**src/sv/histogram_equalizer_8bit_assert.svh**
```systemverilog
// assertion macros for the histogram equalizer
`ifndef HISTOGRAM_EQUALIZER_8BIT_ASSERT_SVH
`define HISTOGRAM_EQUALIZER_8BIT_ASSERT_SVH
`define HEQ_ASSERT_IMPL(label, a, c, msg) \
  label: assert property (@(posedge clk) disable iff (rst) (a) |-> (c)) else $error(msg);
`define HEQ_ASSERT_NEXT(label, a, c, msg) \
  label: assert property (@(posedge clk) disable iff (rst) (a) |=> (c)) else $error(msg);
`endif

```
**src/sv/heq_pkg.sv**
```systemverilog
// shared constants and types for the histogram equalizer
package heq_pkg;
  localparam int CountWidth = 32;
  localparam int NumBins = 256;
  localparam int BinWidth = 8;
  typedef logic [CountWidth-1:0] count_t;
  typedef logic [BinWidth-1:0] bin_t;
  typedef enum logic {REQ_ACCUM = 1'b0, REQ_MAP = 1'b1} req_t;
  localparam count_t CountMax = '1;
endpackage

```
**src/sv/heq_divider.sv**
```systemverilog
// restoring divider for the table entry quotient, one bit per cycle
module heq_divider (
  input  logic clk,
  input  logic rst,
  input  logic start,
  input  logic [heq_pkg::CountWidth+9:0] num,
  input  logic [heq_pkg::CountWidth+9:0] den,
  output logic done,
  output logic [8:0] quot
);
  import heq_pkg::*;
  localparam int W = CountWidth + 10;
  logic [W-1:0] rem;
  logic [W-1:0] dsr;
  logic [W-1:0] numr;
  logic [$clog2(W+1)-1:0] cnt;
  logic busy;
  logic [W:0] trial;
  logic [W-1:0] quo;

  assign trial = {rem, numr[W-1]} - {1'b0, dsr};

  always_ff @(posedge clk) begin
    if (rst) begin
      busy <= 1'b0;
      done <= 1'b0;
    end else begin
      if (start) begin
        busy <= 1'b1;
        done <= 1'b0;
        rem <= '0;
        numr <= num;
        dsr <= den;
        cnt <= W[$clog2(W+1)-1:0];
        quo <= '0;
      end else if (busy) begin
        if (!trial[W]) begin
          rem <= trial[W-1:0];
          quo <= {quo[W-2:0], 1'b1};
        end else begin
          rem <= {rem[W-2:0], numr[W-1]};
          quo <= {quo[W-2:0], 1'b0};
        end
        numr <= {numr[W-2:0], 1'b0};
        cnt <= cnt - 1'b1;
        if (cnt == 1) busy <= 1'b0;
        done <= (cnt == 1);
      end else begin
        done <= 1'b0;
      end
    end
  end

  assign quot = (quo > W'(255)) ? 9'd255 : quo[8:0];
endmodule

```
**config.mk**
```make
export PLATFORM = sky130hd
export DESIGN_NAME = heq_divider
export DESIGN_NICKNAME = d
export VERILOG_FILES = /design/src/sv/histogram_equalizer_8bit_assert.svh /design/src/sv/heq_pkg.sv /design/src/sv/heq_divider.sv
export SDC_FILE = /design/constraint.sdc
export NUM_CORES = 1
export LEC_CHECK = 0
export BUFFER_PORTS_ARGS = -buffer_cell sky130_fd_sc_hd__buf_2
export CAP_MARGIN = 20
export CELL_PAD_IN_SITES_DETAIL_PLACEMENT = 2
export CELL_PAD_IN_SITES_GLOBAL_PLACEMENT = 2
export CORE_ASPECT_RATIO = 1.25
export CORE_MARGIN = 2
export CORE_UTILIZATION = 40
export CTS_CLUSTER_DIAMETER = 30
export CTS_CLUSTER_SIZE = 12
export DETAILED_ROUTE_END_ITERATION = 6
export GPL_TIMING_DRIVEN = 0
export PLACE_DENSITY = 0.91
export SLEW_MARGIN = 15
export SYNTH_ARGS = -nofsm -noshare
export SYNTH_HDL_FRONTEND = slang
export SYNTH_SLANG_ARGS = --single-unit
```
**constraint.sdc**
```tcl
create_clock -name clk -period 9.9 [get_ports clk]
set_input_delay 0.99 -clock clk [delete_from_list [all_inputs] [get_ports clk]]
set_output_delay 0.99 -clock clk [all_outputs]
set_load 0.1 [all_outputs]
```
* Word-level counts from Yosys, hierarchy flattened
Cells that the tools add are included.
** Word-level totals
- Bits in registers :: 176
- Bits of input ports :: 87
- Output and inout port bits :: 10
- Word-level logic and storage cells :: 28
** Operators by class
- Add/sub/neg operators :: 2
- $lt $le $gt $ge :: 1
- Equality and inequality tests :: 1
- Multiplexer cells :: 11
- Bitwise logic cells :: 2
- Reduce and logical (&&, ||, !) cells :: 4
** Operator list (count)
- two-way mux 42 bit :: 5
- subtractor 43 x 42 -> 43 bit :: 1
- greater-than comparator 42 x 8 -> 1 bit (second input constant) :: 1
- two-way mux 9 bit :: 1
- == test 6 x 1 -> 1 bit (second input constant) :: 1
- two-way mux 6 bit :: 1
- subtractor 6 x 1 -> 6 bit (second input constant) :: 1
- two-way mux 1 bit :: 4
- AND reduction 2 bit :: 2
- OR reduction 3 bit :: 1
- inverter 1 bit :: 2
- nonzero test 2 bit :: 1

* Logic depth before layout (Yosys ltp)
Gate-level depths: netlist of the first run.
- Depth after elaboration :: 4
- Gate-level depth with buffers :: 13
- Mapped depth without buffers :: 12

* Worst setup path before layout of the first run
No wires, ideal clock.
- Path type :: input to register
- Start :: input start
- End :: register cnt[0] (enable)
- Setup time :: 0.626 ns
- Data arrival time :: 7.193 ns
- Required time :: 9.274 ns
- Path slack :: 2.081 ns
- Stages on the path :: 4
- Buffers on the path :: 2
- Cells stage by stage :: clkbuf_1 -> buf_1 -> nor2_1 -> nor2_1
** Between the ends
- Longest elaborated chain between the ends :: 2
** RTL lines
- from (decl) :: RTL line heq_divider.sv:5 : input logic start,
- nonzero test 2 bit (no source line)
- AND reduction 2 bit (no source line)
- to (signal assigned) :: RTL line heq_divider.sv:34 : cnt <= W[$clog2(W+1)-1:0];
- to (signal assigned) :: RTL line heq_divider.sv:45 : cnt <= cnt - 1'b1;
- to (decl) :: RTL line heq_divider.sv:16 : logic [$clog2(W+1)-1:0] cnt;
Every way passes these cells.
A chain may end at the register's enable or synchronous reset.

* Worst setup path after layout of the first run
- Start :: register rem[0]
- End :: register rem[27], data pin
** Between the ends
- Longest elaborated chain between the ends :: 3
** RTL lines
- from (decl) :: RTL line heq_divider.sv:13 : logic [W-1:0] rem;
- from (signal assigned) :: RTL line heq_divider.sv:38 : rem <= trial[W-1:0];
- from (signal assigned) :: RTL line heq_divider.sv:41 : rem <= {rem[W-2:0], numr[W-1]};
- subtractor 43 x 42 -> 43 bit :: RTL line heq_divider.sv:21 : assign trial = {rem, numr[W-1]} - {1'b0, dsr};
- two-way mux 42 bit :: RTL line heq_divider.sv:37 : if (!trial[W]) begin
- two-way mux 42 bit :: RTL line heq_divider.sv:36 : end else if (busy) begin
Every way passes these cells. The select of a mux whose other input is x is not followed.

==> qor.csv, run 1 <==
stage,metric,value,unit
clock_tree,TritonCTS clock tree,built,
sta,Rel. slew slack,42.1,%
floorplan,y dimension of the die,178,um
synthesis,"Avg Cell Area, Syn",11.2,um2
placed_design,final weighted congestion of routability-driven global placement,0.828,
synthesis,Post-Synthesis Net Count,993,
grt,vias in the first global route,8567,
clock_tree,Setup Buffers After CTS,0,
floorplan,Die X,143,um
drt,remaining routing DRC violations,0,
floorplan,core region area,0.0237,mm2
drt,number of design-rule violations left by the first detailed-router iteration,399,
power_and_ir_drop,total leakage power,4.43,nW
power_and_ir_drop,power per unit of standard cell area,199,mW/mm2
floorplan,DIE AREA,0.0254,mm2
worst_setup_path,sort of element at the start of the critical path,flip-flop,
worst_setup_path,CP Max Fanout,10,
worst_setup_path,data arrival time at the worst-slack endpoint,4.49,ns
placed_design,Placed Cells,1287,
synthesis,"Top FF cell, synth",sky130_fd_sc_hd__edfxtp_1,
drt,residual antenna-violating net count after detailed routing,0,
drt,post-detailed-route via-to-cell ratio,5.65,
outcome,status,"complete, no violations",
synthesis,number of enable-type register cells in the synthesized netlist,174,
grt,maximum number of pins on one net before global-route repair,31,
clock_tree,Post-CTS Hold Fix Bufs,0,
layout,non-filler instance count after layout,1319,
synthesis,Gate Count Post-Synth,861,
power_and_ir_drop,Worst VDD drop,0.000220,V
clock_tree,H-tree depth reported by CTS,4,
synthesis,largest cells by area after synthesis,"sky130_fd_sc_hd__edfxtp_1 (54%), sky130_fd_sc_hd__ha_1 (5.7%), sky130_fd_sc_hd__mux2_2 (4.8%)",
clock_tree,CTS Root Cell,sky130_fd_sc_hd__clkbuf_16,
placed_design,Placement Cell Area,0.0107,mm2
synthesis,flip-flop and latch count after synthesis,176,
synthesis,netlist area before placement,0.00965,mm2
layout,proportion of layout cells with a drive suffix above 1,20.3,%
drt,Routed WL per cell,24.9,um
clock_tree,clock input transition at the sequential cells of the worst setup and hold paths,0.08,ns
sta,number of setup violations in the final report,0,
synthesis,"Seq/Total Area, Yosys",54.6,%
sta,final hold viol count,0,
worst_setup_path,start-to-end type of the worst setup path,reg -> reg,
power_and_ir_drop,cell internal pwr,0.00149,W
power_and_ir_drop,share of total power in sequential cells,41.5,%
sta,transition at the pin with the smallest max-transition slack,0.869,ns
layout,fill count,2425,
layout,"final std cell area, no fill",0.0113,mm2
placed_design,sum of net half-perimeters after detailed placement,22400,um
grt,Global Route Usage Sum,26.9,%
clock_tree,clock buffers created by TritonCTS,17,
drt,overall routed net length,32800,um
sta,fraction of the cycle the final worst path needs,44.0,%
worst_setup_path,ordered cell list for the critical path,"inv_1, fa_1, and2b_1, o2111ai_1, a211oi_2, a21oi_2, a2111oi_4, o21ai_2, xnor2_2, clkbuf_1, a211oi_1",
run,max capacitance violation total,0,
layout,# nets final,1113,
worst_setup_path,Worst Path Buf+Inv,2,
floorplan,initial standard-cell utilization of the core,40.7,%
grt,gr ovfl total,0,
worst_hold_path,worst min-delay path category,reg -> reg,
power_and_ir_drop,power share of the clock group,31.9,%
synthesis,warning count from the yosys run,0,
drt,DR pass1 iterations,5,
sta,accumulated negative setup slack,0,ns
clock_tree,worst-skew pair later-pin latency,0.46,ns
grt,number of antenna violations at the first check in global routing,0,
synthesis,cell taking the most area after synthesis,sky130_fd_sc_hd__edfxtp_1,
clock_tree,clock net sink count,176,
sta,Final min period,4.36,ns
clock_tree,cells resized by post-CTS repair,0,
floorplan,number of placed I/O pins,97,
power_and_ir_drop,Psw,0.000753,W
layout,"commonest cells after routing, fill and taps aside","sky130_fd_sc_hd__edfxtp_1 (174), sky130_fd_sc_hd__buf_2 (102), sky130_fd_sc_hd__nand2_1 (99)",
synthesis,proportion of netlist area held by the largest area contributor,54.2,%
layout,number of inserted diodes,0,
power_and_ir_drop,proportion of power drawn by combinational gates,26.5,%
sta,final slew viol count,0,
grt,global-route wire length before repair,50600,um
worst_setup_path,CP top delay family,compound AO/OA/AOI/OAI gates,
placed_design,IO buf count,94,
sta,top achievable clock speed,230,MHz
floorplan,number of rows in the core area,63,
layout,most common library cell in the layout ignoring fill and taps,sky130_fd_sc_hd__edfxtp_1,
sta,post-route clock skew,0.00742,ns
synthesis,Netlist cell types,73,
layout,post-layout util,47.7,%
worst_setup_path,Slowest Stage Delay on Critical Path,0.66,ns
power_and_ir_drop,switching part of the total power,33.5,%
layout,layout overhead on the synthesized area,17.2,%
clock_tree,maximum clock path buffer count,2,
sta,setup repair after global routing missed its margin,false,
drt,vias after detailed routing,7458,
worst_setup_path,required time worst endpoint,10.04,ns
worst_setup_path,Setup crit end kind,flip-flop,
worst_setup_path,Crit-path slowest cell,sky130_fd_sc_hd__clkbuf_1,
synthesis,share of flip-flops with an asynchronous set or reset,0,%
## synthesized netlist by cell type, drive strengths merged (2+ instances only)
master and instances:
nand2 99, o22ai 4, a2111oi 3, mux2 41, nand4 6, or3 3, a21o 18, and2 4
xor2 12, inv 52, or3b 3, a41oi 3, nor2 50, ha 44, clkbuf 24, a21oi 74
o311ai 3, a211oi 10, a31oi 5, xnor2 25, buf 13, and3 11, nor4 11, or4 2
or2 3, o21ai 26, o21bai 4, o21a 9, nor2b 48, a211o 4, o31a 3, nor4b 2
o31ai 2, nor3 12, a21boi 5, o211ai 5, a41o 2, edfxtp 174, nand2b 13, nand3 12
dfxtp 2
## area by class of cell
| class | count | area, um2 | share of cell area, % |
|---|---|---|---|
| clock inverters | 15 | 181 | 1.60 |
| flip-flops and latches | 176 | 5270 | 46.6 |
| repair buffers | 101 | 626 | 5.53 |
| plain buffers | 37 | 155 | 1.37 |
| well taps | 325 | 407 | 3.60 |
| clock buffers | 17 | 425 | 3.76 |
| inverters | 53 | 199 | 1.76 |
| multi-input cells | 595 | 4050 | 35.8 |
## routing by layer
layer	GRT usage, %	up-vias	share of wire (%)
met5	0	-	0
met4	12.7	0	4.2
met3	6.07	89	5.2
met2	49.4	243	53
met1	29.1	3762	37
li1	-	3364	-
## path summary, 6_finish.rpt
| path | from | endpoint | slack [ns] | cells past startpoint |
|---|---|---|---|---|
| setup reg to reg | rem[0] | rem[27] | 5.54 | 11 |
| hold / removal | busy | done | 0.51 | 1 |
| hold reg to reg | busy | done | 0.51 | 1 |
| setup / recovery | rem[0] | rem[27] | 5.54 | 11 |
## power by group through the flow
stage / Sequential [W] / Clock [W] / Combinational (W)
floorplan: 0.000937 / 0 / 0.000383
global placement: 0.000949 / 0 / 0.000510
detailed placement: 0.000945 / 0 / 0.000568
CTS: 0.000932 / 0.000724 / 0.000596
global route: 0.000938 / 0.000746 / 0.000647
finish: 0.000933 / 0.000718 / 0.000596
## registers in the layout, indices dropped and copies added (netlist names)
signal  flops
cnt         6
busy        1
numr       42
done        1
dsr        42
quo        42
rem        42
## metrics by stage
step           worst slack, ns  hold slack (ns)  total power [W]
6_report                  5.54            0.509          0.00225
5_1_grt                   5.45            0.534          0.00233
4_1_cts                   5.58            0.514          0.00225
3_5_place_dp              5.64            0.503          0.00151
3_3_place_gp            -0.878            0.473          0.00146
2_1_floorplan             2.08            0.458          0.00132
## cells by family after synthesis
family / count (synthesis) / share of synthesized area (%)
flops: 176 / 54.6
mux: 42 / 4.89
simple gates: 282 / 14.6
buf+inv: 90 / 3.67
xor+xnor: 37 / 3.51
other cells: 1 / 0.0389
fa+ha+maj: 45 / 5.91
compound gates: 188 / 12.8
## worst register-to-register path, delay by kind of cell, from the launching register on
kind                       cells  cell delay [ns]
AOI/OAI and AO/OA              6             1.54
buffers and inverters          2             0.80
and+or+nand+nor                1             0.25
xor gates and xnor gates       1             0.50
DFF                            1             0.47
adders and majority gates      1             0.48
No activity file was read; power rests on OpenSTA's default activity.
==> inputs of run 2 (changes only) <==
CORE_UTILIZATION = 36   (was 40)
PLACE_DENSITY = 0.87   (was 0.91)
clock period = 3.5 ns   (was 9.9 ns; I/O delays follow)
==> run 2 against run 1 <==
Compared with the run above: the run now ends with setup timing left; hold slack got worse by 0.44 ns; core utilization fell by 3.6 points; wire length fell by 3.1%; clock skew rose by 0.0064 ns; clock-buffer cell count unchanged; largest cell class unchanged; setup slack got worse by 5.6 ns; critical endpoint is now rem[37]; critical path depth did not move.
==> qor.csv, run 2 (synthesis results as in run 1) <==
stage,metric,value,unit,change
power_and_ir_drop,power share of the clock group,30.4,%,was 31.9%
grt,maximum number of pins on one net before global-route repair,31,,unchanged
floorplan,y dimension of the die,187,um,was 178 um
layout,layout overhead on the synthesized area,21.5,%,was 17.2%
worst_setup_path,start-to-end type of the worst setup path,reg -> reg,,unchanged
power_and_ir_drop,Worst VDD drop,0.000370,V,was 0.000220 V
worst_hold_path,worst min-delay path category,in -> reg,,was reg -> reg
placed_design,Placement Cell Area,0.0107,mm2,about the same
layout,# nets final,1127,,was 1113
run,max capacitance violation total,0,,unchanged
sta,setup repair after global routing missed its margin,true,,was false
clock_tree,clock net sink count,176,,unchanged
drt,vias after detailed routing,7388,,was 7458
worst_setup_path,required time worst endpoint,3.80,ns,was 10.04 ns
sta,number of setup violations in the final report,2,,was 0
power_and_ir_drop,share of total power in sequential cells,40.6,%,was 41.5%
sta,final slew viol count,0,,unchanged
sta,worst setup margin,-0.0542,ns,was 5.54 ns
worst_setup_path,number of cell instances on the worst register-to-register path,11,,unchanged
worst_hold_path,Hold Crit Depth,1,,unchanged
layout,area of the multi-input gates,0.00427,mm2,was 0.00405 mm2
drt,DR pass1 iterations,4,,was 5
sta,final hold viol count,0,,unchanged
sta,Final min period,3.55,ns,was 4.36 ns
worst_hold_path,hold path start,den[41],,was busy
drt,residual antenna-violating net count after detailed routing,0,,unchanged
floorplan,core region area,0.0266,mm2,was 0.0237 mm2
power_and_ir_drop,total leakage power,4.54,nW,was 4.43 nW
grt,gr ovfl total,0,,unchanged
layout,fill count,2707,,was 2425
floorplan,number of placed I/O pins,97,,unchanged
worst_hold_path,endpoint with the worst hold slack,dsr[41],,was done
outcome,status,"finished, violations left",,"was complete, no violations"
floorplan,DIE AREA,0.0281,mm2,was 0.0254 mm2
sta,transition at the pin with the smallest max-transition slack,1.02,ns,was 0.869 ns
layout,proportion of layout cells with a drive suffix above 1,25.1,%,was 20.3%
clock_tree,worst-skew pair later-pin latency,0.46,ns,about the same
sta,top achievable clock speed,281,MHz,was 230 MHz
placed_design,IO buf count,94,,unchanged
clock_tree,TritonCTS clock tree,built,,unchanged
sta,Rel. slew slack,31.9,%,was 42.1%
clock_tree,H-tree depth reported by CTS,4,,unchanged
worst_setup_path,ordered cell list for the critical path,"ha_1, buf_2, o21ai_1, nor2_1, o21ai_0, a21oi_1, or3_4, a211o_1, and3_1, or4_4, a21oi_2",,"was inv_1, fa_1, and2b_1, o2111ai_1, a211oi_2, a21oi_2, a2111oi_4, o21ai_2, xnor2_2, clkbuf_1, a211oi_1"
worst_setup_path,slack of the worst reg-to-reg path,-0.05,ns,was 5.54 ns
sta,accumulated negative setup slack,-0.0655,ns,was 0 ns
clock_tree,clock input transition at the sequential cells of the worst setup and hold paths,0.08,ns,about the same
worst_setup_path,reg-to-reg critical path startpoint,rem[16],,was rem[0]
worst_setup_path,terminus of the critical flop-to-flop path,rem[37],,was rem[27]
worst_setup_path,data arrival time at the worst-slack endpoint,3.86,ns,was 4.49 ns
drt,overall routed net length,31800,um,was 32800 um
floorplan,number of rows in the core area,67,,was 63
placed_design,sum of net half-perimeters after detailed placement,21600,um,was 22400 um
clock_tree,maximum clock path buffer count,2,,unchanged
sta,post-route clock skew,0.0138,ns,was 0.00742 ns
clock_tree,clock buffers created by TritonCTS,17,,unchanged
clock_tree,CTS Root Cell,sky130_fd_sc_hd__clkbuf_16,,unchanged
layout,"commonest cells after routing, fill and taps aside","sky130_fd_sc_hd__edfxtp_1 (174), sky130_fd_sc_hd__nand2_1 (98), sky130_fd_sc_hd__buf_2 (98)",,"was sky130_fd_sc_hd__edfxtp_1 (174), sky130_fd_sc_hd__buf_2 (102), sky130_fd_sc_hd__nand2_1 (99)"
worst_setup_path,Setup crit end kind,flip-flop,,unchanged
grt,global-route wire length before repair,48800,um,was 50600 um
drt,number of design-rule violations left by the first detailed-router iteration,302,,was 399
worst_setup_path,sort of element at the start of the critical path,flip-flop,,unchanged
layout,"final std cell area, no fill",0.0117,mm2,was 0.0113 mm2
worst_setup_path,CP Max Fanout,7,,was 10
sta,fraction of the cycle the final worst path needs,102,%,was 44.0%
drt,post-detailed-route via-to-cell ratio,5.46,,was 5.65
power_and_ir_drop,power per unit of standard cell area,555,mW/mm2,was 199 mW/mm2
layout,sequential cell area in the final layout,0.00527,mm2,unchanged
drt,remaining routing DRC violations,0,,unchanged
floorplan,Die X,150,um,was 143 um
worst_setup_path,Crit-path slowest cell,sky130_fd_sc_hd__edfxtp_1,,was sky130_fd_sc_hd__clkbuf_1
power_and_ir_drop,cell internal pwr,0.00431,W,was 0.00149 W
power_and_ir_drop,Psw,0.00219,W,was 0.000753 W
power_and_ir_drop,proportion of power drawn by combinational gates,29.0,%,was 26.5%
placed_design,final weighted congestion of routability-driven global placement,0.814,,was 0.828
grt,vias in the first global route,8453,,was 8567
floorplan,initial standard-cell utilization of the core,36.3,%,was 40.7%
grt,number of antenna violations at the first check in global routing,4,,was 0
power_and_ir_drop,switching part of the total power,33.6,%,was 33.5%
outcome,violations in the final reports,setup timing,,
worst_setup_path,Slowest Stage Delay on Critical Path,0.53,ns,was 0.66 ns
drt,Routed WL per cell,23.5,um,was 24.9 um
grt,Global Route Usage Sum,23.1,%,was 26.9%
layout,most common library cell in the layout ignoring fill and taps,sky130_fd_sc_hd__edfxtp_1,,unchanged
[run 2: changes by cell type in the layout (fill, tap and decap cells not counted), sizes merged]
cell,previous run,this run
buf,114,129
inv,57,59
bufinv,2,1
diode,0,1
clkinv,7,6
clkbuf,41,40
[run 2: power groups by stage]
stage / combinational [W] / sequential [W] / clock (W)
2_1_floorplan: 0.00108 / 0.00264 / 0
3_3_place_gp: 0.00145 / 0.00266 / 0
3_5_place_dp: 0.00158 / 0.00267 / 0
4_1_cts: 0.00177 / 0.00263 / 0.00201
5_1_grt: 0.00205 / 0.00265 / 0.00208
6_report: 0.00189 / 0.00264 / 0.00198
[run 2: area by class of cell]
type	instances	area share [%]
Multi-Input combinational cell	595	36.4
Tap cell	345	3.68
Antenna cell	1	0.0214
Timing Repair Buffer	116	6.37
Inverter	53	1.70
Sequential cell	176	44.9
Buffer	36	1.79
Clock inverter	15	1.45
Clock buffer	17	3.63
[run 2: worst max-delay path, delay by kind of cell (launching register included)]
family,cells,cell delay (ns)
flip-flops,1,0.53
buffers and inverters,1,0.19
AND/OR/NAND/NOR,4,1.23
AO/OA/AOI/OAI,5,1.05
adder cells (fa/ha/maj),1,0.40
[run 2: how the worst max path moves through the flow]
stage          startpoint  depth (start not counted)      end
2_1_floorplan       start                          4   cnt[0]
3_3_place_gp        start                          3  dsr[14]
6_report          rem[16]                         11  rem[37]
3_5_place_dp     numr[41]                         12  rem[17]
5_1_grt           rem[16]                         11  rem[40]
4_1_cts          numr[41]                         14  rem[24]
[run 2: timing repair]
item | CTS | global route
pin swaps | 12 | 10
resized for setup | 38 | 32
setup endpoints to repair | 43 | 43
buffers inserted | 12 | 3
hold buffers | 0 | 0
[run 2: routing by layer]
| layer | global-route usage (%) | share of wire [%] | up-vias |
|---|---|---|---|
| li1 | - | - | 3403 |
| met2 | 42.4 | 55 | 199 |
| met5 | 0 | 0.060 | - |
| met3 | 6.22 | 5.5 | 77 |
| met1 | 24.5 | 36 | 3705 |
| met4 | 9.29 | 3.4 | 4 |
[run 2: stage by stage]
stage	std cells	power (W)	utilization (%)	hold slack (ns)	worst slack (ns)
floorplan	861	0.00372	-	0.427	0.0294
global placement	1300	0.00411	39.7	0.469	-1.49
detailed placement	1307	0.00425	40.3	0.503	-0.649
CTS	1351	0.00642	43.5	0.0494	-0.0336
global route	1353	0.00679	44.1	0.0548	-0.149
finish	1354	0.00650	44.1	0.0664	-0.0542
